File: src/hw/rtl/hsps_pkg.sv
// Shared types, constants and helper functions for the SPS picture-size parser.
// No dependencies; every other file of the block refers to it by scoped names.
package hsps_pkg;

  localparam int VAL_W = 17;
  typedef logic [VAL_W-1:0] val_t;

  localparam logic [4:0] MAX_LEAD_ZEROS = 5'd15;
  localparam val_t       MAX_POC_CYCLE  = 17'd255;
  localparam logic [4:0] NAL_SPS        = 5'd7;
  localparam logic [7:0] START_BYTE     = 8'h01;

  localparam logic [3:0] ST_OK     = 4'd0;
  localparam logic [3:0] ST_NO_SPS = 4'd1;
  localparam logic [3:0] ST_ID     = 4'd2;
  localparam logic [3:0] ST_CHROMA = 4'd3;
  localparam logic [3:0] ST_PLANES = 4'd4;
  localparam logic [3:0] ST_DEPTH  = 4'd5;
  localparam logic [3:0] ST_FRAME  = 4'd6;
  localparam logic [3:0] ST_LSB    = 4'd7;
  localparam logic [3:0] ST_POC    = 4'd8;
  localparam logic [3:0] ST_CYCLE  = 4'd9;
  localparam logic [3:0] ST_REFS   = 4'd10;
  localparam logic [3:0] ST_LONG   = 4'd11;
  localparam logic [3:0] ST_TRUNC  = 4'd12;

  typedef enum logic [1:0] {
    PH_SCAN,
    PH_HEADER,
    PH_SPS,
    PH_DONE
  } phase_t;

  typedef enum logic [1:0] {
    C_IDLE,
    C_SHIFT,
    C_HOLD
  } ctrl_t;

  typedef enum logic [4:0] {
    S_PROFILE, S_FLAGS, S_LEVEL, S_ID, S_CHROMA, S_PLANES, S_DEPTH_L,
    S_DEPTH_C, S_BYPASS, S_SCALE_FLAG, S_LIST_FLAG, S_DELTA, S_FRAME_NUM,
    S_POC_TYPE, S_POC_LSB, S_DELTA_ZERO, S_NONREF, S_TOPBOT, S_CYCLE,
    S_OFFSET, S_REFS, S_GAPS, S_WIDTH, S_HEIGHT
  } step_t;

  typedef struct packed {
    logic [7:0] stream_byte;
    logic       final_byte;
  } in_word_t;

  typedef struct packed {
    logic [19:0] pixel_width;
    logic [19:0] pixel_height;
    logic [3:0]  status;
  } out_word_t;

  typedef struct packed {
    logic bit_vld;
    logic bit_val;
    logic restart;
  } fld_cmd_t;

  typedef struct packed {
    logic        done;
    logic [3:0]  status;
    logic [15:0] w_mbs;
    logic [15:0] h_mbs;
  } fld_res_t;

  function automatic logic [3:0] fixed_width(input step_t s);
    logic [3:0] w;
    unique case (s)
      S_PROFILE, S_FLAGS, S_LEVEL: w = 4'd8;
      S_PLANES, S_BYPASS, S_SCALE_FLAG, S_LIST_FLAG, S_DELTA_ZERO, S_GAPS: w = 4'd1;
      default: w = 4'd0;
    endcase
    return w;
  endfunction

  function automatic logic is_high(input logic [7:0] p);
    return (p == 8'd100) || (p == 8'd110) || (p == 8'd122) || (p == 8'd244) ||
           (p == 8'd44) || (p == 8'd83) || (p == 8'd86) || (p == 8'd118) ||
           (p == 8'd128);
  endfunction

  function automatic logic [15:0] sat_mbs(input val_t v);
    return (v >= 17'd65535) ? 16'hFFFF : (v[15:0] + 16'd1);
  endfunction

endpackage

File: src/hw/rtl/hsps_field.sv
// Bit-serial SPS field decoder: fixed fields and Exp-Golomb codes, one bit a cycle while bit_vld is set.
// Depends on hsps_pkg.
module hsps_field (
  input  logic              clk,
  input  logic              rst_n,
  input  hsps_pkg::fld_cmd_t cmd,
  output hsps_pkg::fld_res_t res
);

  hsps_pkg::step_t step_r, step_nxt, go_step;
  logic [3:0]  fixed_r, fixed_nxt;
  logic [4:0]  lz_r, lz_nxt;
  logic [15:0] suf_r, suf_nxt, suf_sh;
  logic [4:0]  sleft_r, sleft_nxt;
  logic        insuf_r, insuf_nxt;
  logic        high_r, high_nxt;
  logic        c444_r, c444_nxt;
  logic [7:0]  poc_r, poc_nxt, poc_dec;
  logic [15:0] width_r, width_nxt;
  logic [3:0]  list_r, list_nxt, list_inc;
  logic [6:0]  coef_r, coef_nxt;
  logic [7:0]  scale_r, scale_nxt, d8, sum8;
  logic        cmplt, go, nl;
  hsps_pkg::val_t val;
  logic        done;
  logic [3:0]  status;

  always_comb begin
    step_nxt  = step_r;
    fixed_nxt = fixed_r;
    lz_nxt    = lz_r;
    suf_nxt   = suf_r;
    sleft_nxt = sleft_r;
    insuf_nxt = insuf_r;
    high_nxt  = high_r;
    c444_nxt  = c444_r;
    poc_nxt   = poc_r;
    width_nxt = width_r;
    list_nxt  = list_r;
    coef_nxt  = coef_r;
    scale_nxt = scale_r;
    cmplt     = 1'b0;
    go        = 1'b0;
    nl        = 1'b0;
    go_step   = step_r;
    val       = '0;
    done      = 1'b0;
    status    = hsps_pkg::ST_OK;
    suf_sh    = {suf_r[14:0], cmd.bit_val};

    if (cmd.bit_vld) begin
      if (fixed_r != 4'd0) begin
        suf_nxt   = suf_sh;
        fixed_nxt = fixed_r - 4'd1;
        if (fixed_r == 4'd1) begin
          cmplt = 1'b1;
          val   = {1'b0, suf_sh};
        end
      end else if (!insuf_r) begin
        if (!cmd.bit_val) begin
          if (lz_r >= hsps_pkg::MAX_LEAD_ZEROS) begin
            done   = 1'b1;
            status = hsps_pkg::ST_LONG;
          end else begin
            lz_nxt = lz_r + 5'd1;
          end
        end else if (lz_r == 5'd0) begin
          cmplt = 1'b1;
        end else begin
          insuf_nxt = 1'b1;
          sleft_nxt = lz_r;
          suf_nxt   = '0;
        end
      end else begin
        suf_nxt   = suf_sh;
        sleft_nxt = sleft_r - 5'd1;
        if (sleft_r == 5'd1) begin
          cmplt = 1'b1;
          val   = ((hsps_pkg::val_t'(1) << lz_r) - hsps_pkg::val_t'(1)) + {1'b0, suf_sh};
        end
      end
    end

    // signed delta, low byte only
    d8       = val[0] ? (val[8:1] + 8'd1) : (8'd0 - val[8:1]);
    sum8     = scale_r + d8;
    list_inc = list_r + 4'd1;
    poc_dec  = (poc_r != 8'd0) ? (poc_r - 8'd1) : 8'd0;

    if (cmplt) begin
      unique case (step_r)
        hsps_pkg::S_PROFILE: begin
          high_nxt = hsps_pkg::is_high(val[7:0]);
          go = 1'b1; go_step = hsps_pkg::S_FLAGS;
        end
        hsps_pkg::S_FLAGS: begin go = 1'b1; go_step = hsps_pkg::S_LEVEL; end
        hsps_pkg::S_LEVEL: begin go = 1'b1; go_step = hsps_pkg::S_ID; end
        hsps_pkg::S_ID: begin
          if (val >= 17'd32) begin
            done = 1'b1; status = hsps_pkg::ST_ID;
          end else begin
            go = 1'b1;
            go_step = high_r ? hsps_pkg::S_CHROMA : hsps_pkg::S_FRAME_NUM;
          end
        end
        hsps_pkg::S_CHROMA: begin
          if (val > 17'd3) begin
            done = 1'b1; status = hsps_pkg::ST_CHROMA;
          end else begin
            c444_nxt = (val == 17'd3);
            go = 1'b1;
            go_step = (val == 17'd3) ? hsps_pkg::S_PLANES : hsps_pkg::S_DEPTH_L;
          end
        end
        hsps_pkg::S_PLANES: begin
          if (val != 17'd0) begin
            done = 1'b1; status = hsps_pkg::ST_PLANES;
          end else begin
            go = 1'b1; go_step = hsps_pkg::S_DEPTH_L;
          end
        end
        hsps_pkg::S_DEPTH_L: begin
          if (val > 17'd6) begin
            done = 1'b1; status = hsps_pkg::ST_DEPTH;
          end else begin
            go = 1'b1; go_step = hsps_pkg::S_DEPTH_C;
          end
        end
        hsps_pkg::S_DEPTH_C: begin
          if (val > 17'd6) begin
            done = 1'b1; status = hsps_pkg::ST_DEPTH;
          end else begin
            go = 1'b1; go_step = hsps_pkg::S_BYPASS;
          end
        end
        hsps_pkg::S_BYPASS: begin go = 1'b1; go_step = hsps_pkg::S_SCALE_FLAG; end
        hsps_pkg::S_SCALE_FLAG: begin
          list_nxt = 4'd0;
          go = 1'b1;
          go_step = val[0] ? hsps_pkg::S_LIST_FLAG : hsps_pkg::S_FRAME_NUM;
        end
        hsps_pkg::S_LIST_FLAG: begin
          if (val[0]) begin
            scale_nxt = 8'd8;
            coef_nxt  = (list_r < 4'd6) ? 7'd16 : 7'd64;
            go = 1'b1; go_step = hsps_pkg::S_DELTA;
          end else begin
            nl = 1'b1;
          end
        end
        hsps_pkg::S_DELTA: begin
          if (sum8 == 8'd0) begin
            nl = 1'b1;
          end else begin
            scale_nxt = sum8;
            coef_nxt  = coef_r - 7'd1;
            if (coef_r == 7'd1) begin
              nl = 1'b1;
            end else begin
              go = 1'b1; go_step = hsps_pkg::S_DELTA;
            end
          end
        end
        hsps_pkg::S_FRAME_NUM: begin
          if (val > 17'd12) begin
            done = 1'b1; status = hsps_pkg::ST_FRAME;
          end else begin
            go = 1'b1; go_step = hsps_pkg::S_POC_TYPE;
          end
        end
        hsps_pkg::S_POC_TYPE: begin
          if (val > 17'd2) begin
            done = 1'b1; status = hsps_pkg::ST_POC;
          end else begin
            go = 1'b1;
            go_step = (val == 17'd0) ? hsps_pkg::S_POC_LSB :
                      ((val == 17'd1) ? hsps_pkg::S_DELTA_ZERO : hsps_pkg::S_REFS);
          end
        end
        hsps_pkg::S_POC_LSB: begin
          if (val > 17'd12) begin
            done = 1'b1; status = hsps_pkg::ST_LSB;
          end else begin
            go = 1'b1; go_step = hsps_pkg::S_REFS;
          end
        end
        hsps_pkg::S_DELTA_ZERO: begin go = 1'b1; go_step = hsps_pkg::S_NONREF; end
        hsps_pkg::S_NONREF: begin go = 1'b1; go_step = hsps_pkg::S_TOPBOT; end
        hsps_pkg::S_TOPBOT: begin go = 1'b1; go_step = hsps_pkg::S_CYCLE; end
        hsps_pkg::S_CYCLE: begin
          if (val > hsps_pkg::MAX_POC_CYCLE) begin
            done = 1'b1; status = hsps_pkg::ST_CYCLE;
          end else begin
            poc_nxt = val[7:0];
            go = 1'b1;
            go_step = (val == 17'd0) ? hsps_pkg::S_REFS : hsps_pkg::S_OFFSET;
          end
        end
        hsps_pkg::S_OFFSET: begin
          poc_nxt = poc_dec;
          go = 1'b1;
          go_step = (poc_dec == 8'd0) ? hsps_pkg::S_REFS : hsps_pkg::S_OFFSET;
        end
        hsps_pkg::S_REFS: begin
          if (val > 17'd16) begin
            done = 1'b1; status = hsps_pkg::ST_REFS;
          end else begin
            go = 1'b1; go_step = hsps_pkg::S_GAPS;
          end
        end
        hsps_pkg::S_GAPS: begin go = 1'b1; go_step = hsps_pkg::S_WIDTH; end
        hsps_pkg::S_WIDTH: begin
          width_nxt = hsps_pkg::sat_mbs(val);
          go = 1'b1; go_step = hsps_pkg::S_HEIGHT;
        end
        hsps_pkg::S_HEIGHT: begin
          done = 1'b1; status = hsps_pkg::ST_OK;
        end
        default: begin
          done = 1'b1; status = hsps_pkg::ST_TRUNC;
        end
      endcase
    end

    // end of a scaling list
    if (nl) begin
      list_nxt = list_inc;
      go = 1'b1;
      go_step = (list_inc >= (c444_r ? 4'd12 : 4'd8)) ? hsps_pkg::S_FRAME_NUM :
                                                        hsps_pkg::S_LIST_FLAG;
    end

    if (go) begin
      step_nxt  = go_step;
      fixed_nxt = hsps_pkg::fixed_width(go_step);
      suf_nxt   = '0;
      lz_nxt    = '0;
      sleft_nxt = '0;
      insuf_nxt = 1'b0;
    end
  end

  assign res.done   = done;
  assign res.status = status;
  assign res.w_mbs  = width_r;
  assign res.h_mbs  = hsps_pkg::sat_mbs(val);

  always_ff @(posedge clk) begin
    if (!rst_n || cmd.restart) begin
      step_r  <= hsps_pkg::S_PROFILE;
      fixed_r <= hsps_pkg::fixed_width(hsps_pkg::S_PROFILE);
      lz_r    <= '0;
      suf_r   <= '0;
      sleft_r <= '0;
      insuf_r <= 1'b0;
      high_r  <= 1'b0;
      c444_r  <= 1'b0;
      poc_r   <= '0;
      width_r <= '0;
      list_r  <= '0;
      coef_r  <= '0;
      scale_r <= '0;
    end else begin
      step_r  <= step_nxt;
      fixed_r <= fixed_nxt;
      lz_r    <= lz_nxt;
      suf_r   <= suf_nxt;
      sleft_r <= sleft_nxt;
      insuf_r <= insuf_nxt;
      high_r  <= high_nxt;
      c444_r  <= c444_nxt;
      poc_r   <= poc_nxt;
      width_r <= width_nxt;
      list_r  <= list_nxt;
      coef_r  <= coef_nxt;
      scale_r <= scale_nxt;
    end
  end

endmodule

File: src/hw/rtl/hsps_ctrl.sv
// Byte framer: start-code scan, NAL header check, bit shift register and result hold.
// Depends on hsps_pkg; drives hsps_field one bit per cycle while in the shift state.
module hsps_ctrl (
  input  logic                clk,
  input  logic                rst_n,
  input  logic                in_valid,
  output logic                in_stall,
  input  hsps_pkg::in_word_t  in_data,
  output hsps_pkg::fld_cmd_t  cmd,
  input  hsps_pkg::fld_res_t  fres,
  output logic                res_vld,
  output hsps_pkg::out_word_t res_word,
  input  logic                take
);

  hsps_pkg::ctrl_t     state_r, state_nxt;
  hsps_pkg::phase_t    phase_r, phase_nxt;
  logic [1:0]          zrun_r, zrun_nxt;
  logic [7:0]          byte_r, byte_nxt;
  logic [2:0]          cnt_r, cnt_nxt;
  logic                fin_r, fin_nxt;
  hsps_pkg::out_word_t res_r, res_nxt;
  logic                last_bit;

  assign last_bit = (cnt_r == 3'd0);
  assign in_stall = (state_r != hsps_pkg::C_IDLE);
  assign res_vld  = (state_r == hsps_pkg::C_HOLD);
  assign res_word = res_r;

  always_comb begin
    state_nxt = state_r;
    unique case (state_r)
      hsps_pkg::C_IDLE: begin
        if (in_valid) begin
          if (phase_r == hsps_pkg::PH_SPS) begin
            state_nxt = hsps_pkg::C_SHIFT;
          end else if (in_data.final_byte && phase_r != hsps_pkg::PH_DONE) begin
            state_nxt = hsps_pkg::C_HOLD;
          end
        end
      end
      hsps_pkg::C_SHIFT: begin
        if (fres.done || (last_bit && fin_r)) begin
          state_nxt = hsps_pkg::C_HOLD;
        end else if (last_bit) begin
          state_nxt = hsps_pkg::C_IDLE;
        end
      end
      hsps_pkg::C_HOLD: begin
        if (take) state_nxt = hsps_pkg::C_IDLE;
      end
      default: state_nxt = hsps_pkg::C_IDLE;
    endcase
  end

  always_comb begin
    phase_nxt   = phase_r;
    zrun_nxt    = zrun_r;
    byte_nxt    = byte_r;
    cnt_nxt     = cnt_r;
    fin_nxt     = fin_r;
    res_nxt     = res_r;
    cmd.bit_vld = 1'b0;
    cmd.bit_val = byte_r[7];
    cmd.restart = 1'b0;

    unique case (state_r)
      hsps_pkg::C_IDLE: begin
        if (in_valid) begin
          byte_nxt = in_data.stream_byte;
          fin_nxt  = in_data.final_byte;
          cnt_nxt  = 3'd7;
          unique case (phase_r)
            hsps_pkg::PH_SCAN: begin
              if (in_data.stream_byte == hsps_pkg::START_BYTE && zrun_r == 2'd3) begin
                phase_nxt = hsps_pkg::PH_HEADER;
              end else if (in_data.stream_byte == 8'd0) begin
                zrun_nxt = (zrun_r == 2'd3) ? 2'd3 : (zrun_r + 2'd1);
              end else begin
                zrun_nxt = 2'd0;
              end
            end
            hsps_pkg::PH_HEADER: begin
              if (in_data.stream_byte[4:0] == hsps_pkg::NAL_SPS) begin
                phase_nxt   = hsps_pkg::PH_SPS;
                cmd.restart = 1'b1;
              end else begin
                phase_nxt = hsps_pkg::PH_SCAN;
                zrun_nxt  = (in_data.stream_byte == 8'd0) ? 2'd1 : 2'd0;
              end
            end
            default: ;
          endcase
          if (in_data.final_byte && phase_r != hsps_pkg::PH_SPS) begin
            if (phase_r != hsps_pkg::PH_DONE) begin
              res_nxt.pixel_width  = '0;
              res_nxt.pixel_height = '0;
              res_nxt.status = (phase_nxt == hsps_pkg::PH_SPS) ? hsps_pkg::ST_TRUNC :
                                                                 hsps_pkg::ST_NO_SPS;
            end
            phase_nxt   = hsps_pkg::PH_SCAN;
            zrun_nxt    = 2'd0;
            cmd.restart = 1'b1;
          end
        end
      end
      hsps_pkg::C_SHIFT: begin
        cmd.bit_vld = 1'b1;
        byte_nxt    = {byte_r[6:0], 1'b0};
        cnt_nxt     = cnt_r - 3'd1;
        if (fres.done) begin
          phase_nxt = hsps_pkg::PH_DONE;
          res_nxt.status = fres.status;
          if (fres.status == hsps_pkg::ST_OK) begin
            res_nxt.pixel_width  = {fres.w_mbs, 4'h0};
            res_nxt.pixel_height = {fres.h_mbs, 4'h0};
          end else begin
            res_nxt.pixel_width  = '0;
            res_nxt.pixel_height = '0;
          end
        end else if (last_bit && fin_r) begin
          res_nxt.pixel_width  = '0;
          res_nxt.pixel_height = '0;
          res_nxt.status       = hsps_pkg::ST_TRUNC;
        end
        if ((fres.done || last_bit) && fin_r) begin
          phase_nxt   = hsps_pkg::PH_SCAN;
          zrun_nxt    = 2'd0;
          cmd.restart = 1'b1;
        end
      end
      default: ;
    endcase
  end

  always_ff @(posedge clk) begin
    if (!rst_n) begin
      state_r <= hsps_pkg::C_IDLE;
      phase_r <= hsps_pkg::PH_SCAN;
      zrun_r  <= '0;
      cnt_r   <= '0;
      fin_r   <= 1'b0;
    end else begin
      state_r <= state_nxt;
      phase_r <= phase_nxt;
      zrun_r  <= zrun_nxt;
      cnt_r   <= cnt_nxt;
      fin_r   <= fin_nxt;
    end
  end

  always_ff @(posedge clk) begin
    byte_r <= byte_nxt;
    res_r  <= res_nxt;
  end

endmodule

File: src/hw/rtl/h264_sps_picture_size_parser_top.sv
// Top level of the H.264 SPS picture-size parser: framer, field decoder, output register.
// Depends on hsps_pkg, hsps_ctrl and hsps_field.

// Takes an Annex B byte stream one word per accepted byte and returns one result word
// per buffer (the buffer ends at final_byte): picture width and height in pixels and a
// status code. Bytes outside an SPS, but for a final byte that owes a result, do not
// stall the input. Bytes inside an SPS go through an 8-bit shift register into the
// Exp-Golomb field decoder at one bit per cycle, and the input stalls while a byte is
// being shifted. The byte that ends the SPS stops shifting at the bit that completes
// it, or after its last bit when the buffer ends truncated, and then waits in the
// result hold while the output register is still occupied and stalled. A final byte
// outside an SPS that owes a result waits in the result hold the same way. The output
// register lets the next byte be taken while a result waits on the output side.
module h264_sps_picture_size_parser_top (
  input  logic                clk,
  input  logic                rst_n,
  input  logic                in_valid,
  output logic                in_stall,
  input  hsps_pkg::in_word_t  in_data,
  output logic                out_valid,
  input  logic                out_stall,
  output hsps_pkg::out_word_t out_data
);

  hsps_pkg::fld_cmd_t  cmd;
  hsps_pkg::fld_res_t  fres;
  logic                res_vld;
  hsps_pkg::out_word_t res_word;
  logic                take;
  logic                out_valid_r, out_valid_nxt;
  hsps_pkg::out_word_t out_data_r;

  hsps_ctrl u_ctrl (
    .clk      (clk),
    .rst_n    (rst_n),
    .in_valid (in_valid),
    .in_stall (in_stall),
    .in_data  (in_data),
    .cmd      (cmd),
    .fres     (fres),
    .res_vld  (res_vld),
    .res_word (res_word),
    .take     (take)
  );

  hsps_field u_field (
    .clk   (clk),
    .rst_n (rst_n),
    .cmd   (cmd),
    .res   (fres)
  );

  assign take = res_vld && (!out_valid_r || !out_stall);

  always_comb begin
    out_valid_nxt = out_valid_r;
    if (take) begin
      out_valid_nxt = 1'b1;
    end else if (!out_stall) begin
      out_valid_nxt = 1'b0;
    end
  end

  always_ff @(posedge clk) begin
    if (!rst_n) begin
      out_valid_r <= 1'b0;
    end else begin
      out_valid_r <= out_valid_nxt;
    end
  end

  always_ff @(posedge clk) begin
    if (take) out_data_r <= res_word;
  end

  assign out_valid = out_valid_r;
  assign out_data  = out_data_r;

endmodule

File: config.mk
export PLATFORM = sky130hd
export DESIGN_NAME = h264_sps_picture_size_parser_top
export DESIGN_NICKNAME = d
export VERILOG_FILES = /design/src/hw/rtl/hsps_pkg.sv /design/src/hw/rtl/hsps_field.sv /design/src/hw/rtl/hsps_ctrl.sv /design/src/hw/rtl/h264_sps_picture_size_parser_top.sv
export SDC_FILE = /design/constraint.sdc
export NUM_CORES = 1
export LEC_CHECK = 0
export BUFFER_PORTS_ARGS = -buffer_cell sky130_fd_sc_hd__buf_2
export CELL_PAD_IN_SITES_DETAIL_PLACEMENT = 2
export CELL_PAD_IN_SITES_GLOBAL_PLACEMENT = 2
export CORE_MARGIN = 1
export CORE_UTILIZATION = 42
export CTS_CLUSTER_SIZE = 40
export DETAILED_ROUTE_END_ITERATION = 7
export PLACE_DENSITY = 0.9
export SYNTH_ARGS = -nofsm -noshare
export SYNTH_HDL_FRONTEND = slang
export SYNTH_HIERARCHICAL = 1
export SYNTH_SLANG_ARGS = --single-unit
File: constraint.sdc
create_clock -name clk -period 16 [get_ports clk]
set_clock_uncertainty 0.2 [all_clocks]
set_input_delay 3.2 -clock clk [delete_from_list [all_inputs] [get_ports clk]]
set_output_delay 3.2 -clock clk [all_outputs]
set_load 0.1 [all_outputs]
==> metrics.txt <==
Cells after Synth=1371; via count normalized by instance count=6.43; Slew Viols, Final=0; number of antenna violations at the first check in global routing=1; static leakage power=4.89 nW; number of non-filler instances in the completed layout=1777; top_reg_cell synth=dfxtp_1; maximum count of clock buffers along a single path=2; register area share after synthesis=0.376; pwr/cell area=80.1 mW/mm2; Final Hold Fails=0; Post-CTS Setup Repair Bufs=0; maximum clock frequency=116 MHz; post-layout utilization of the core=0.470; vias in the first global route=12069; worst hold margin=0.224 ns; maximum fanout along the worst path=53; Sum Neg Setup Slack=0 ns; final critical delay including setup and external delays=8.63 ns; EDFF count, synth=88; effective utilization at floorplan=0.427; global-route wire length before repair=74200 um; highest ir drop seen on vdd=71.3 uV; first-pass iteration count of the detailed router=7; horizontal die dimension=170 um; number of input and output port buffers inserted=58; Avg Inst Size Synth=8.65 um2; RSZ-0062 raised after global routing=no; cells resized by post-CTS repair=0; CP Data Required Time=16.16 ns; classification of the worst setup path=reg2reg; number of synthesized register bits=179; total of hold buffers inserted after clock tree synthesis=0; area added between synthesis and finish=10.0%; type of origin of the critical path=flop; via count of the routed design=11423; Placed Instances=1745; power consumption=1.05 mW; worst-case headroom to the max-slew limit=0.155; CP endpoint kind=flop; leading cell types in the layout, fill and taps excluded=131 x nand2_1, 123 x nor2_1, 94 x a21oi_1; summed instance area of the synthesized netlist=0.0119 mm2; share of post-route cells with drive strength above 1=0.120; total met3 wirelength after detailed routing=2520 um; Reg clk slew, reported paths=0.08 ns; number of nets at the end of the flow=1464; number of max-cap violations=0; standard-cell rows=61; number of library cell types mapped by synthesis=103; number of clock sinks=179; drt drc=0; synthesis warning total=6; Final Routed Wirelength=48800 um; average wire length per cell after detail routing=27.5 um; Worst-Skew Late Latency=0.46 ns; htree depth=4; Tightest Hold Check Type=reg2reg; clock tree from TritonCTS=yes; Post-synth ARST share=0; slew at the pin closest to its max-slew limit=1.27 ns; CTS Root Buffer Type=clkbuf_16; leading cell type in the layout, fill and taps excluded=nand2_1; GPL Wtd Cong=0.968; ANT nets after route=0; number of CTS-inserted buffers=17; grt total ovfl=0; hpwl dp=33900 um; I/O pin total=59; area of the die=0.0289 mm2; DRC marker count from the first detailed-route iteration=881; die outline height=170 um; critical path arrival=8.79 ns; Detail Route met2 WL=24000 um; antenna cells=0; aggregate global-route resource usage=0.341; top routing layer used=met5; count of filler cells inserted in the layout=3048; Tcrit/Tclk final=0.539; length of routed wiring on met1=20100 um; outcome=finished, final reports clean; core footprint=0.0278 mm2; maximum number of pins on one net before global-route repair=54; total setup violations reported at the end of the flow=0
metal layers:
metal,vias up,global-route usage
met2,431,0.592
met3,145,0.0567
met4,2,0.159
met1,5808,0.409
li1,5037,-
met5,-,0
kinds of logic after synthesis:
logic type,synth area share
xor gates and xnor gates,0.0303
adders and majority gates,0.0698
and+or+nand+nor,0.232
buffers and inverters,0.0583
muxes,0.0194
AOI/OAI and AO/OA,0.213
other,0.000316
DFF,0.376
critical path, stage by stage, from the launching register on:
cell and delay (ns):
dfxtp_1 0.54, and2b_2 0.20, buf_4 0.51, or4bb_1 0.64, or4_4 0.49, and2_1 0.42, inv_2 0.41, ha_1 0.50
nand3_1 0.30, nor4_4 0.48, nor2_1 0.08, o21ai_0 0.49, o2bb2ai_1 0.19, nand3_1 0.12, nor3_1 0.30, o21ai_0 0.46
o211ai_4 0.50, o21ai_0 0.22, nor2b_1 0.18, buf_4 0.22, nand2_1 0.59, o21ai_0 0.40
through the flow:
step | setup slack (ns) | instance area, um2
after global routing | 7.09 | 13100
final | 7.37 | 13100
after floorplan | 8.50 | 11900
after global placement | 8.24 | 12400
after CTS | 7.68 | 13100
after detailed placement | 7.94 | 12400
flip-flops by register name, summed over array words and instances (netlist names), 7 cells and up:
| signal | cells |
|---|---|
| u_field/coef_r | 7 |
| out_data | 44 |
| u_field/width_r | 16 |
| u_field/scale_r | 8 |
| u_field/poc_r | 8 |
| u_ctrl/byte_r | 8 |
| u_field/suf_r | 15 |
| u_ctrl/res_word | 36 |
path summary, 6_finish.rpt:
path / slack, ns / cells past startpoint / start / end
setup reg to reg: 7.37 / 21 / u_ctrl/state_r[0] / u_field/step_r[4]
setup / recovery: 7.37 / 21 / u_ctrl/state_r[0] / u_field/step_r[4]
hold / removal: 0.22 / 0 / u_ctrl/res_word[22] / out_data[22]
hold reg to reg: 0.22 / 0 / u_ctrl/res_word[22] / out_data[22]
where the power goes:
part / switching (mW) / internal (mW) / total (mW)
clock network: 0.242 / 0.216 / 0.458
logic: 0.0726 / 0.0114 / 0.0840
registers: 0.00764 / 0.496 / 0.504
cell usage after synthesis (all sizes together), types with 41 or more instances:
| cell type | number | area share |
|---|---|---|
| inv | 81 | 0.026 |
| clkbuf | 53 | 0.017 |
| a21oi | 94 | 0.040 |
| ha | 63 | 0.066 |
| nand2 | 132 | 0.042 |
| nand3 | 55 | 0.023 |
| o21ai | 62 | 0.026 |
| and2 | 41 | 0.022 |
| edfxtp | 88 | 0.22 |
| dfxtp | 91 | 0.15 |
| nor3 | 42 | 0.019 |
| nor2 | 124 | 0.039 |
final cells by class:
class                      count  area [um2]  share of cell area
timing repair buffer          74         410              0.0314
clock buffer                  17         425              0.0326
sequential                   179        4460               0.342
inverter                      83         312              0.0239
tap                          378         473              0.0362
clock inverter                15         191              0.0147
multi-input combinational   1031        6770               0.519
(Power assumes the default switching activity.)
